===== config.mk =====
export PLATFORM = sky130hd
export DESIGN_NAME = outstanding_request_tracker
export DESIGN_NICKNAME = d
export VERILOG_FILES = /design/src/sv/ort_pkg.sv /design/src/sv/ort_ram.sv /design/src/sv/ort_dp.sv /design/src/sv/ort_ctrl.sv /design/src/sv/outstanding_request_tracker.sv
export VERILOG_INCLUDE_DIRS = /design/src /design/src/sv
export SDC_FILE = /design/constraint.sdc
export NUM_CORES = 2
export LEC_CHECK = 0
export BUFFER_PORTS_ARGS = -buffer_cell sky130_fd_sc_hd__buf_2
export CAP_MARGIN = 10
export CORE_ASPECT_RATIO = 1.1
export CORE_MARGIN = 2
export CORE_UTILIZATION = 50
export CTS_CLUSTER_SIZE = 20
export DETAILED_ROUTE_END_ITERATION = 12
export HOLD_SLACK_MARGIN = 0.05
export MAX_ROUTING_LAYER = met4
export PLACE_DENSITY = 0.69
export SYNTH_ARGS = -nofsm -noshare
export SYNTH_HDL_FRONTEND = slang
export SYNTH_HIERARCHICAL = 1
export SYNTH_SLANG_ARGS = --single-unit

===== constraint.sdc =====
create_clock -name clk -period 20.5 [get_ports clk]
set_input_delay 3.075 -clock clk [delete_from_list [all_inputs] [get_ports clk]]
set_output_delay 3.075 -clock clk [all_outputs]
set_load 0.05 [all_outputs]

===== src/sv/outstanding_request_tracker_macros.svh =====
// Assertion macros for the outstanding request tracker.
// Define NO_ASSERTIONS to compile the checks out.
`ifndef OUTSTANDING_REQUEST_TRACKER_MACROS_SVH
`define OUTSTANDING_REQUEST_TRACKER_MACROS_SVH

`ifndef NO_ASSERTIONS

// The consequent must hold in the same cycle as the antecedent.
`define ORT_ASSERT_SAME(label, ante, cons) \
  label: assert property (@(posedge clk) disable iff (rst) (ante) |-> (cons)) \
    else $error("outstanding_request_tracker: same-cycle check failed");

// The consequent must hold in the cycle after the antecedent.
`define ORT_ASSERT_NEXT(label, ante, cons) \
  label: assert property (@(posedge clk) disable iff (rst) (ante) |=> (cons)) \
    else $error("outstanding_request_tracker: next-cycle check failed");

`else

`define ORT_ASSERT_SAME(label, ante, cons)
`define ORT_ASSERT_NEXT(label, ante, cons)

`endif

`endif


===== src/sv/ort_pkg.sv =====
package ort_pkg;

  // Default configuration.
  localparam int TABLE_DEPTH_DEFAULT = 16;
  localparam int DIGEST_BITS_DEFAULT = 64;

  // Operation codes on the op input.
  localparam logic OP_RECORD  = 1'b0;
  localparam logic OP_CONSUME = 1'b1;

  // Result status codes.
  localparam int STATUS_W = 2;
  localparam logic [STATUS_W-1:0] ST_OK     = 2'd0;
  localparam logic [STATUS_W-1:0] ST_REJECT = 2'd1;
  localparam logic [STATUS_W-1:0] ST_MISS   = 2'd2;

  // Commands from the controller to the datapath.
  typedef struct packed {
    logic                load;
    logic                scan_step;
    logic                clear_hit;
    logic                write_entry;
    logic                finish;
    logic [STATUS_W-1:0] result_code;
  } ort_cmd_t;

  // Status from the datapath to the controller.
  typedef struct packed {
    logic reject;
    logic consume;
    logic hit;
    logic reads_done;
    logic cmp_pending;
  } ort_stat_t;

endpackage


===== src/sv/ort_ram.sv =====
module ort_ram #(
  parameter int WIDTH = 8,
  parameter int DEPTH = 16
) (
  input  logic                                  clk,
  input  logic                                  wr_en,
  input  logic [((DEPTH > 1) ? $clog2(DEPTH) : 1)-1:0] wr_addr,
  input  logic [WIDTH-1:0]                      wr_data,
  input  logic                                  rd_en,
  input  logic [((DEPTH > 1) ? $clog2(DEPTH) : 1)-1:0] rd_addr,
  output logic [WIDTH-1:0]                      rd_data
);

  logic [WIDTH-1:0] mem [DEPTH];

  always_ff @(posedge clk) begin
    if (wr_en) begin
      mem[wr_addr] <= wr_data;
    end
    if (rd_en) begin
      rd_data <= mem[rd_addr];
    end
  end

endmodule


===== src/sv/ort_dp.sv =====
module ort_dp #(
  parameter int TABLE_DEPTH = ort_pkg::TABLE_DEPTH_DEFAULT,
  parameter int DIGEST_BITS = ort_pkg::DIGEST_BITS_DEFAULT
) (
  input  logic                          clk,
  input  logic                          rst,
  input  ort_pkg::ort_cmd_t             cmd,
  output ort_pkg::ort_stat_t            stat,
  input  logic                          op,
  input  logic [31:0]                   src_addr,
  input  logic [31:0]                   dst_addr,
  input  logic [15:0]                   identifier,
  input  logic [15:0]                   sequence_number,
  input  logic [15:0]                   echo_len,
  input  logic [63:0]                   echo_digest,
  input  logic [7:0]                    icmp_type,
  input  logic [7:0]                    icmp_code,
  output logic                          strobe,
  output logic [ort_pkg::STATUS_W-1:0]  status
);

  localparam int IDX_W   = (TABLE_DEPTH > 1) ? $clog2(TABLE_DEPTH) : 1;
  localparam int CNT_W   = $clog2(TABLE_DEPTH + 1);
  localparam int ENTRY_W = 32 + 32 + 16 + 16 + 16 + DIGEST_BITS;
  localparam logic [IDX_W-1:0] LAST_IDX   = IDX_W'(TABLE_DEPTH - 1);
  localparam logic [CNT_W-1:0] FULL_COUNT = CNT_W'(TABLE_DEPTH);

  logic                   op_q;
  logic                   reject_q;
  logic [ENTRY_W-1:0]     key_q;
  logic [TABLE_DEPTH-1:0] valid;
  logic [IDX_W-1:0]       wp;
  logic [IDX_W-1:0]       rd_addr;
  logic [CNT_W-1:0]       rd_count;
  logic [IDX_W-1:0]       cmp_addr;
  logic                   cmp_vld;
  logic [ENTRY_W-1:0]     ram_q;
  logic                   hit;
  logic                   bad_item;
  logic [IDX_W-1:0]       newest_idx;
  logic [IDX_W-1:0]       rd_addr_next;

  // A record needs a nonzero length; a consume also needs an echo reply with code zero.
  assign bad_item = (echo_len == 16'd0) ||
                    ((op == ort_pkg::OP_CONSUME) &&
                     ((icmp_type != 8'd0) || (icmp_code != 8'd0)));

  assign newest_idx = (wp == '0) ? LAST_IDX : wp - IDX_W'(1);

  // Records sweep oldest-agnostic upward; consumes walk from newest to oldest.
  always_comb begin
    if (op_q == ort_pkg::OP_CONSUME) begin
      rd_addr_next = (rd_addr == '0) ? LAST_IDX : rd_addr - IDX_W'(1);
    end else begin
      rd_addr_next = (rd_addr == LAST_IDX) ? '0 : rd_addr + IDX_W'(1);
    end
  end

  assign hit = cmp_vld && valid[cmp_addr] && (ram_q == key_q);

  assign stat.reject      = reject_q;
  assign stat.consume     = (op_q == ort_pkg::OP_CONSUME);
  assign stat.hit         = hit;
  assign stat.reads_done  = (rd_count == FULL_COUNT);
  assign stat.cmp_pending = cmp_vld;

  ort_ram #(
    .WIDTH (ENTRY_W),
    .DEPTH (TABLE_DEPTH)
  ) u_ram (
    .clk     (clk),
    .wr_en   (cmd.write_entry),
    .wr_addr (wp),
    .wr_data (key_q),
    .rd_en   (cmd.scan_step),
    .rd_addr (rd_addr),
    .rd_data (ram_q)
  );

  // Item capture and scan pointers.
  always_ff @(posedge clk) begin
    if (cmd.load) begin
      op_q     <= op;
      reject_q <= bad_item;
      key_q    <= {src_addr, dst_addr, identifier, sequence_number,
                   echo_len, echo_digest[DIGEST_BITS-1:0]};
      rd_addr  <= (op == ort_pkg::OP_CONSUME) ? newest_idx : '0;
      rd_count <= '0;
    end else if (cmd.scan_step) begin
      rd_addr  <= rd_addr_next;
      rd_count <= rd_count + CNT_W'(1);
    end
    if (cmd.scan_step) begin
      cmp_addr <= rd_addr;
    end
  end

  // Control state: valid bits, write pointer, compare slot and result strobe.
  always_ff @(posedge clk) begin
    if (rst) begin
      valid   <= '0;
      wp      <= '0;
      cmp_vld <= 1'b0;
      strobe  <= 1'b0;
    end else begin
      cmp_vld <= cmd.scan_step;
      strobe  <= cmd.finish;
      if (cmd.clear_hit && hit) begin
        valid[cmp_addr] <= 1'b0;
      end
      if (cmd.write_entry) begin
        valid[wp] <= 1'b1;
        wp        <= (wp == LAST_IDX) ? '0 : wp + IDX_W'(1);
      end
    end
  end

  always_ff @(posedge clk) begin
    if (cmd.finish) begin
      status <= cmd.result_code;
    end
  end

endmodule


===== src/sv/ort_ctrl.sv =====
module ort_ctrl (
  input  logic                clk,
  input  logic                rst,
  input  logic                start,
  output logic                busy,
  input  ort_pkg::ort_stat_t  stat,
  output ort_pkg::ort_cmd_t   cmd
);

  localparam logic [1:0] S_IDLE  = 2'd0;
  localparam logic [1:0] S_SCAN  = 2'd1;
  localparam logic [1:0] S_WRITE = 2'd2;

  logic [1:0] state;
  logic [1:0] state_next;

  assign busy = (state != S_IDLE);

  always_comb begin
    state_next      = state;
    cmd             = '0;
    cmd.result_code = ort_pkg::ST_OK;
    case (state)
      S_IDLE: begin
        if (start) begin
          cmd.load   = 1'b1;
          state_next = S_SCAN;
        end
      end
      S_SCAN: begin
        if (stat.reject) begin
          cmd.finish      = 1'b1;
          cmd.result_code = ort_pkg::ST_REJECT;
          state_next      = S_IDLE;
        end else if (stat.consume && stat.hit) begin
          // The newest matching entry is retired and the search stops.
          cmd.clear_hit   = 1'b1;
          cmd.finish      = 1'b1;
          cmd.result_code = ort_pkg::ST_OK;
          state_next      = S_IDLE;
        end else if (stat.reads_done && !stat.cmp_pending) begin
          if (stat.consume) begin
            cmd.finish      = 1'b1;
            cmd.result_code = ort_pkg::ST_MISS;
            state_next      = S_IDLE;
          end else begin
            state_next = S_WRITE;
          end
        end else begin
          cmd.clear_hit = 1'b1;
          cmd.scan_step = !stat.reads_done;
        end
      end
      S_WRITE: begin
        cmd.write_entry = 1'b1;
        cmd.finish      = 1'b1;
        cmd.result_code = ort_pkg::ST_OK;
        state_next      = S_IDLE;
      end
      default: begin
        state_next = S_IDLE;
      end
    endcase
  end

  always_ff @(posedge clk) begin
    if (rst) begin
      state <= S_IDLE;
    end else begin
      state <= state_next;
    end
  end

endmodule


===== src/sv/outstanding_request_tracker.sv =====
// Outstanding echo request tracker. An item is transferred in at a rising edge where
// start is high and busy is low; its single result appears on status for exactly one
// cycle, marked by strobe, and the receiver cannot stall it, so it must take the
// transfer in that cycle. A record (op 0) clears any older entry with the same
// identity and then writes the ring slot at the write pointer, overwriting it; a
// consume (op 1) retires the newest matching entry. Status 0 means recorded or
// matched, 1 means rejected (zero length, or a consume that is not an echo reply
// with code zero), 2 means no matching entry. Entries live in a single-port-read RAM
// that is scanned one entry per cycle, and that scan sets the latency. A record
// takes a full scan, a compare of the last entry, a step that closes the scan and a
// write of the slot before strobe; an unmatched consume takes the full scan, the last
// compare and the closing step; a consume that hits stops at the compare of the
// matching entry; a rejected item is finished before any entry is compared.
// Busy drops in the cycle that strobe is shown, so the next item can be transferred
// in that same cycle. Valid bits reset to empty at once; no clearing pass is needed.
`include "outstanding_request_tracker_macros.svh"

module outstanding_request_tracker #(
  parameter int TABLE_DEPTH = ort_pkg::TABLE_DEPTH_DEFAULT,
  parameter int DIGEST_BITS = ort_pkg::DIGEST_BITS_DEFAULT
) (
  input  logic                          clk,
  input  logic                          rst,
  input  logic                          start,
  output logic                          busy,
  input  logic                          op,
  input  logic [31:0]                   src_addr,
  input  logic [31:0]                   dst_addr,
  input  logic [15:0]                   identifier,
  input  logic [15:0]                   sequence_number,
  input  logic [15:0]                   echo_len,
  input  logic [63:0]                   echo_digest,
  input  logic [7:0]                    icmp_type,
  input  logic [7:0]                    icmp_code,
  output logic                          strobe,
  output logic [ort_pkg::STATUS_W-1:0]  status
);

  // The controller sequences the scan; the datapath holds the table and the item.
  ort_pkg::ort_cmd_t  cmd;
  ort_pkg::ort_stat_t stat;

  ort_ctrl u_ctrl (
    .clk   (clk),
    .rst   (rst),
    .start (start),
    .busy  (busy),
    .stat  (stat),
    .cmd   (cmd)
  );

  ort_dp #(
    .TABLE_DEPTH (TABLE_DEPTH),
    .DIGEST_BITS (DIGEST_BITS)
  ) u_dp (
    .clk             (clk),
    .rst             (rst),
    .cmd             (cmd),
    .stat            (stat),
    .op              (op),
    .src_addr        (src_addr),
    .dst_addr        (dst_addr),
    .identifier      (identifier),
    .sequence_number (sequence_number),
    .echo_len        (echo_len),
    .echo_digest     (echo_digest),
    .icmp_type       (icmp_type),
    .icmp_code       (icmp_code),
    .strobe          (strobe),
    .status          (status)
  );

  // A result is only shown once the controller is back to idle.
  `ORT_ASSERT_SAME(a_strobe_when_idle, strobe, !busy)
  // An accepted item always makes the block busy in the cycle after it is taken.
  `ORT_ASSERT_NEXT(a_accept_goes_busy, start && !busy, busy)
  // No result can appear in the cycle right after a transfer in.
  `ORT_ASSERT_NEXT(a_no_instant_result, start && !busy, !strobe)
  // Only the three defined status codes are ever reported.
  `ORT_ASSERT_SAME(a_status_legal, strobe,
    (status == ort_pkg::ST_OK) || (status == ort_pkg::ST_REJECT) ||
    (status == ort_pkg::ST_MISS))

endmodule

Word level (Yosys, flattened, before mapping) --
Memories as Yosys holds them, arrays and structs flattened. A register that Yosys moved wholly into a read port is not among the register bits. Index checks and enable logic that the tools add are counted.
Storage, ports and cells: flip-flop bits (word level) 217, bits in latches 0, bits in writable memories 2816, ROM bits 0, input port bits 196, output and inout bits 4, logic and storage cells 92, memories kept 1
Operators by class: add/sub/neg operators 5, $mul 0, divide/modulo/power cells 0, order comparisons 4, equal/unequal tests 8, shift-type cells 0, multiplexer cells 38, bitwise operators 3, reduce and logical (&&, ||, !) cells 21
Memories:
- u_dp.u_ram.mem | words 16, bits a word 176, read ports 1, clocked after Yosys merged registers in 1, write ports 1, line ort_ram.sv:14 | logic [WIDTH-1:0] mem [DEPTH];
Operators with widths (count):
- == test 176 bit | 1
- 2-to-1 mux 16 bit | 3
- 2-to-1 mux 4 bit | 8
- bitwise AND 16 bit | 1
- logical NOT 16 bit | 1
- 2-to-1 mux 2 bit | 8
- NOT 16 bit | 1
- bitwise OR 16 bit | 1
- nonzero test 8 bit | 2
- 2-to-1 mux 3 bit | 4
- < comparator 4 x 5 -> 1 bit, second input constant | 2
- 2-to-1 mux 1 bit | 10
- adder 4 x 1 -> 4 bit, second input constant | 2
- demux 1 bit (select 4 bit) | 2
- == test 4 bit, second input constant | 2
- >= comparator 4 x 1 -> 1 bit, second input constant | 2
- logical AND 1 bit | 8
- logical NOT 4 bit | 2
- subtractor 4 x 1 -> 4 bit, second input constant | 2
- case mux 3 bit (2 select lines) | 1
- adder 5 x 1 -> 5 bit, second input constant | 1
- == test 5 bit, second input constant | 1
- binary-select mux 1 bit (select 4 bit) | 1
- inequality test 4 x 1 -> 1 bit, second input constant | 1
- other kinds (9) | 12

Depth between registers and ports, before layout --
depth after elaboration 13, mapped depth 13, mapped depth without buffers 11

Modules after synthesis --
Netlist, hierarchy kept.
Modules (own cells, without submodules):
- ort_ram | instances 1, cells an instance 4601, area each 110896.4 sq um, sequential area each 89846.2 sq um
- ort_dp | instances 1, cells an instance 764, area each 10035.9 sq um, sequential area each 6185.9 sq um
- ort_ctrl | instances 1, cells an instance 31, area each 264.0 sq um, sequential area each 40.0 sq um

Worst setup path before layout --
Ideal clock, no wire load.
path kind reg2reg, start point reg u_dp.cmp_addr[0], end point reg u_dp.rd_addr[0] (enable), setup time 0.319 ns, data arrival time 14.630 ns, required time 20.181 ns, setup slack 5.550 ns, stages on the path, launching flop included 12, path buffers 3, period minus slack after synthesis 14.950 ns, cells stage by stage edfxtp_1 -> buf_4 -> mux4_2 -> a211oi_1 -> a21oi_1 -> nand4_1 -> nor4_1 -> buf_4 -> and2_1 -> nor3_1 -> clkbuf_1 -> or2_2
RTL lines:
- start: declaration | line ort_dp.sv:35 | logic [IDX_W-1:0] cmp_addr;
- start signal: assignment | line ort_dp.sv:94 | cmp_addr <= rd_addr;
- end signal: assignment | line ort_dp.sv:87 | rd_addr <= (op == ort_pkg::OP_CONSUME) ? newest_idx : '0;
- end signal: assignment | line ort_dp.sv:90 | rd_addr <= rd_addr_next;
- end: declaration | line ort_dp.sv:33 | logic [IDX_W-1:0] rd_addr;

==> flow_metrics.py <==
metrics = {
    "outcome": {
        "outcome": "complete, no violations",
    },
    "critical_path": {
        "r2r_start": "u_dp/key_q[120]$_DFFE_PP_",
        "crit_fanout": 107,
        "reg2reg_depth": 12,
        "end_kind": "flop",
        "cp.required_ns": 21.00,
        "crit_type": "reg -> reg",
        "r2r_slack_ns": 15.17,
        "r2r_end": "u_dp/u_ram/rd_data[119]$_DFFE_PP_",
        "worst_setup_path_start_kind": "flop",
        "arrival_ns": 5.83,
    },
    "worst_hold_path": {
        "hold_end": "u_dp/rd_count[4]$_SDFFE_PP0P_",
        "hold_path_startpoint": "u_dp/rd_count[4]$_SDFFE_PP0P_",
        "holdPathStages": 2,
        "hp-class": "reg -> reg",
    },
    "pwr": {
        "powerDensity_nw_per_um2": 122,
        "ir_drop_mv": 0.144,
        "p_switching_w": 0.00446,
        "p_leak_nw": 42.7,
        "seqPwrFrac": 0.474,
        "clock_power_share": 0.344,
        "p_int_w": 0.0121,
        "switching_share": 0.269,
        "pwr-share-comb": 0.182,
    },
    "clock_tree": {
        "cts_made_buffers": 315,
        "clockRootBuffer": "clkbuf_16",
        "clk_latency_ns": 0.88,
        "ctsHoldBuffers": 0,
        "ctsResizeCount": 0,
        "ctsLongestPathBuffers": 4,
        "clkSlewWorstSetupHoldPaths_ns": 0.06,
        "cts_tree": "yes",
        "cts_setup_buffers": 0,
        "cts.sinks": 3209,
        "ctsHtreeMaxLevel": 5,
    },
    "finish": {
        "nNetsFinal": 5978,
        "drive_gt1_frac": 0.259,
        "syn_to_final_growth_pct": 12.4,
        "stdcell_area_um2": 136000,
    },
    "placed_design": {
        "postPlaceCellArea_um2": 126000,
        "io_buffers": 199,
        "gp_congestion": 0.887,
        "dp_hpwl_um": 163000,
    },
    "die": {
        "dieArea_um2": 246000,
        "core_region_area_um2": 241000,
        "die_w_um": 473,
        "initial_utilization": 0.503,
        "rows": 189,
        "die_h_um": 520,
        "pin_count": 200,
    },
    "routing": {
        "vias": 59400,
        "drc_errors": 0,
        "drt_wl_total_um": 308000,
        "ant_nets": 0,
        "drtPass1Iterations": 6,
        "vias_per_cell": 6.48,
        "drtIter0Drc": 7718,
        "wl_per_cell_um": 33.6,
    },
    "sta": {
        "finalHoldViolations": 0,
        "period_share": 0.260,
        "min_period_ns": 5.33,
        "maxSlewViolCount": 0,
        "fmax_ghz": 0.188,
        "rsz0062_at_grt": "no",
        "fin_skew_ns": 0.0585,
        "slew_headroom": 0.180,
        "setup_viol": 0,
        "worst_slew_pin_slew_ns": 1.22,
        "finalSetupTns_ns": 0,
    },
    "global_routing": {
        "grt.total_usage": 0.256,
        "grt_pass1_wl_um": 437000,
        "overflow": 0,
        "grt_antenna_before_repair": 12,
        "grt_max_degree": 158,
        "grt_pass1_vias": 58900,
    },
    "yosys": {
        "yosysTopAreaCell": "edfxtp_1",
        "synth_top_cell_area_share": 0.788,
        "ys_dominant_reg_cell": "edfxtp_1",
        "ys_seq_elements": 3209,
        "syn_inst": 5396,
        "yosys_warnings": 6,
        "synth_enable_flop_cells": 3180,
        "synth-seq-area-share": 0.793,
        "syn_area_per_cell_um2": 22.5,
        "netlist_area_um2": 121000,
        "synthTopCellsByArea": "edfxtp_1 79%, mux4_2 12%, a22oi_1 1.8%",
        "syn-num-nets": 5605,
        "ys_types": 64,
        "async_reset_ff_frac": 0,
    },
    "run": {
        "drv_cap": 0,
    },
}
## flip-flops by register name, summed over array words and instances (netlist names)
signal              cells
u_dp/key_q            176
u_dp/status             2
u_dp/wp                 4
u_dp/rd_count           5
u_dp/valid             16
u_dp/reject_q           1
u_dp/rd_addr            4
u_dp/cmp_addr           4
u_dp/cmp_vld            1
u_dp/op_q               1
u_ctrl/state            2
u_dp/u_ram/mem       2816
u_dp/u_ram/rd_data    176
u_dp/strobe             1
## worst max path at each step
stage / start / end / cells past startpoint
2_1_floorplan: u_dp/cmp_addr[0]$_DFFE_PP_ / u_dp/rd_addr[0]$_DFFE_PP_ / 11
3_3_place_gp: u_dp/key_q[167]$_DFFE_PP_ / u_dp/valid[10]$_SDFF_PP0_ / 10
3_5_place_dp: start / u_dp/key_q[87]$_DFFE_PP_ / 4
4_1_cts: u_dp/key_q[118]$_DFFE_PP_ / u_dp/valid[1]$_SDFF_PP0_ / 12
5_1_grt: u_dp/rd_addr[0]$_DFFE_PP_ / u_dp/u_ram/rd_data[48]$_DFFE_PP_ / 7
6_report: u_dp/key_q[120]$_DFFE_PP_ / u_dp/u_ram/rd_data[119]$_DFFE_PP_ / 12
## cell usage in the layout, fill, tap and decap left out, types with 14 or more instances in the layout
master      synthesis  final
buf_2              97    199
nor4_1             39     38
nor2_4              0     14
mux2_2             85     85
a311oi_1           18     18
clkbuf_16           0    320
o221ai_1           29     29
a21oi_1            25     25
clkinv_2            0     53
nand2b_1           80     80
buf_4              19    107
nand4_1            46     46
buf_12              0     15
o21ai_0            27     27
mux4_2            661    661
edfxtp_1         3180   3180
nor2b_1            77     71
dfxtp_1            29     29
xnor2_1            78     78
clkinv_1            0     61
a221oi_1           19     19
bufinv_16           0     29
nand2_1           146    146
a22oi_1           296    296
mux2i_1            40     40
clkinvlp_4          0     17
nor2_1             34     20
clkbuf_1          116     56
xor2_1             41     41
inv_1              40     40
## metal layers
metal	share of wire	wire (um)	vias up	global-route usage
met5	0	0	-	-
met4	0.030	9280	0	0.0718
met3	0.10	30800	501	0.0440
met2	0.48	149000	3511	0.397
met1	0.39	119000	31800	0.356
li1	-	-	23600	-
## cell type report
class,count,area (um2)
fill,17300,105000
sequential,3209,96100
antenna,4,10.0
timing repair buffer,322,2110
clock buffer,376,8220
multi-input combinational,1881,23900
tap,3151,3940
inverter,40,150
clock inverter,187,1860
## worst max-delay path, cell delays in order (launching register included)
cell      delay [ns]
edfxtp_1        0.36
buf_4           0.20
xor2_1          0.36
nor4_1          1.03
nand4_1         0.27
nor3_1          0.32
nand4_1         0.30
nor4_1          0.49
buf_4           0.24
and2_1          0.24
nor3_2          0.08
buf_12          0.36
buf_4           0.54
## kinds of logic after synthesis
family                     share of synthesized area
buffers and inverters                         0.0117
and+or+nand+nor                               0.0214
DFF                                            0.793
xor gates and xnor gates                     0.00860
muxes                                          0.134
AOI/OAI and AO/OA                             0.0301
adders and majority gates                    0.00134
## power groups by stage
stage	sequential, W	clock [W]	combinational (W)
finish	0.00787	0.00570	0.00301
global route	0.00790	0.00602	0.00317
CTS	0.00787	0.00578	0.00302
detailed placement	0.00800	0	0.00301
global placement	0.00798	0	0.00299
floorplan	0.00793	0	0.00210
## synth_stat cells (12+ instances only)
library cell,count
nor2b_1,77
a21oi_1,25
inv_1,40
dfxtp_1,29
mux2_2,85
buf_4,19
nor4_1,39
nand2_1,146
clkbuf_1,116
a311oi_1,18
xnor2_1,78
nor2_1,34
o21ai_0,27
nand4_1,46
mux4_2,661
o2111ai_1,12
buf_1,23
a22oi_1,296
ha_1,13
edfxtp_1,3180
mux2i_1,40
o221ai_1,29
a2111oi_0,13
buf_2,97
a221oi_1,19
nand2b_1,80
xor2_1,41
## per-stage QoR
stage,setup slack [ns],total power [W],util,hold slack [ns],instances
2_1_floorplan,5.55,0.0100,-,0.469,5396
3_3_place_gp,14.34,0.0110,0.524,0.483,8601
3_5_place_dp,14.45,0.0110,0.524,0.492,8602
4_1_cts,15.16,0.0167,0.565,0.509,9165
5_1_grt,14.89,0.0171,0.565,0.546,9169
6_report,15.17,0.0166,0.565,0.511,9170
Note: power is estimated with default switching activity, not from simulation.
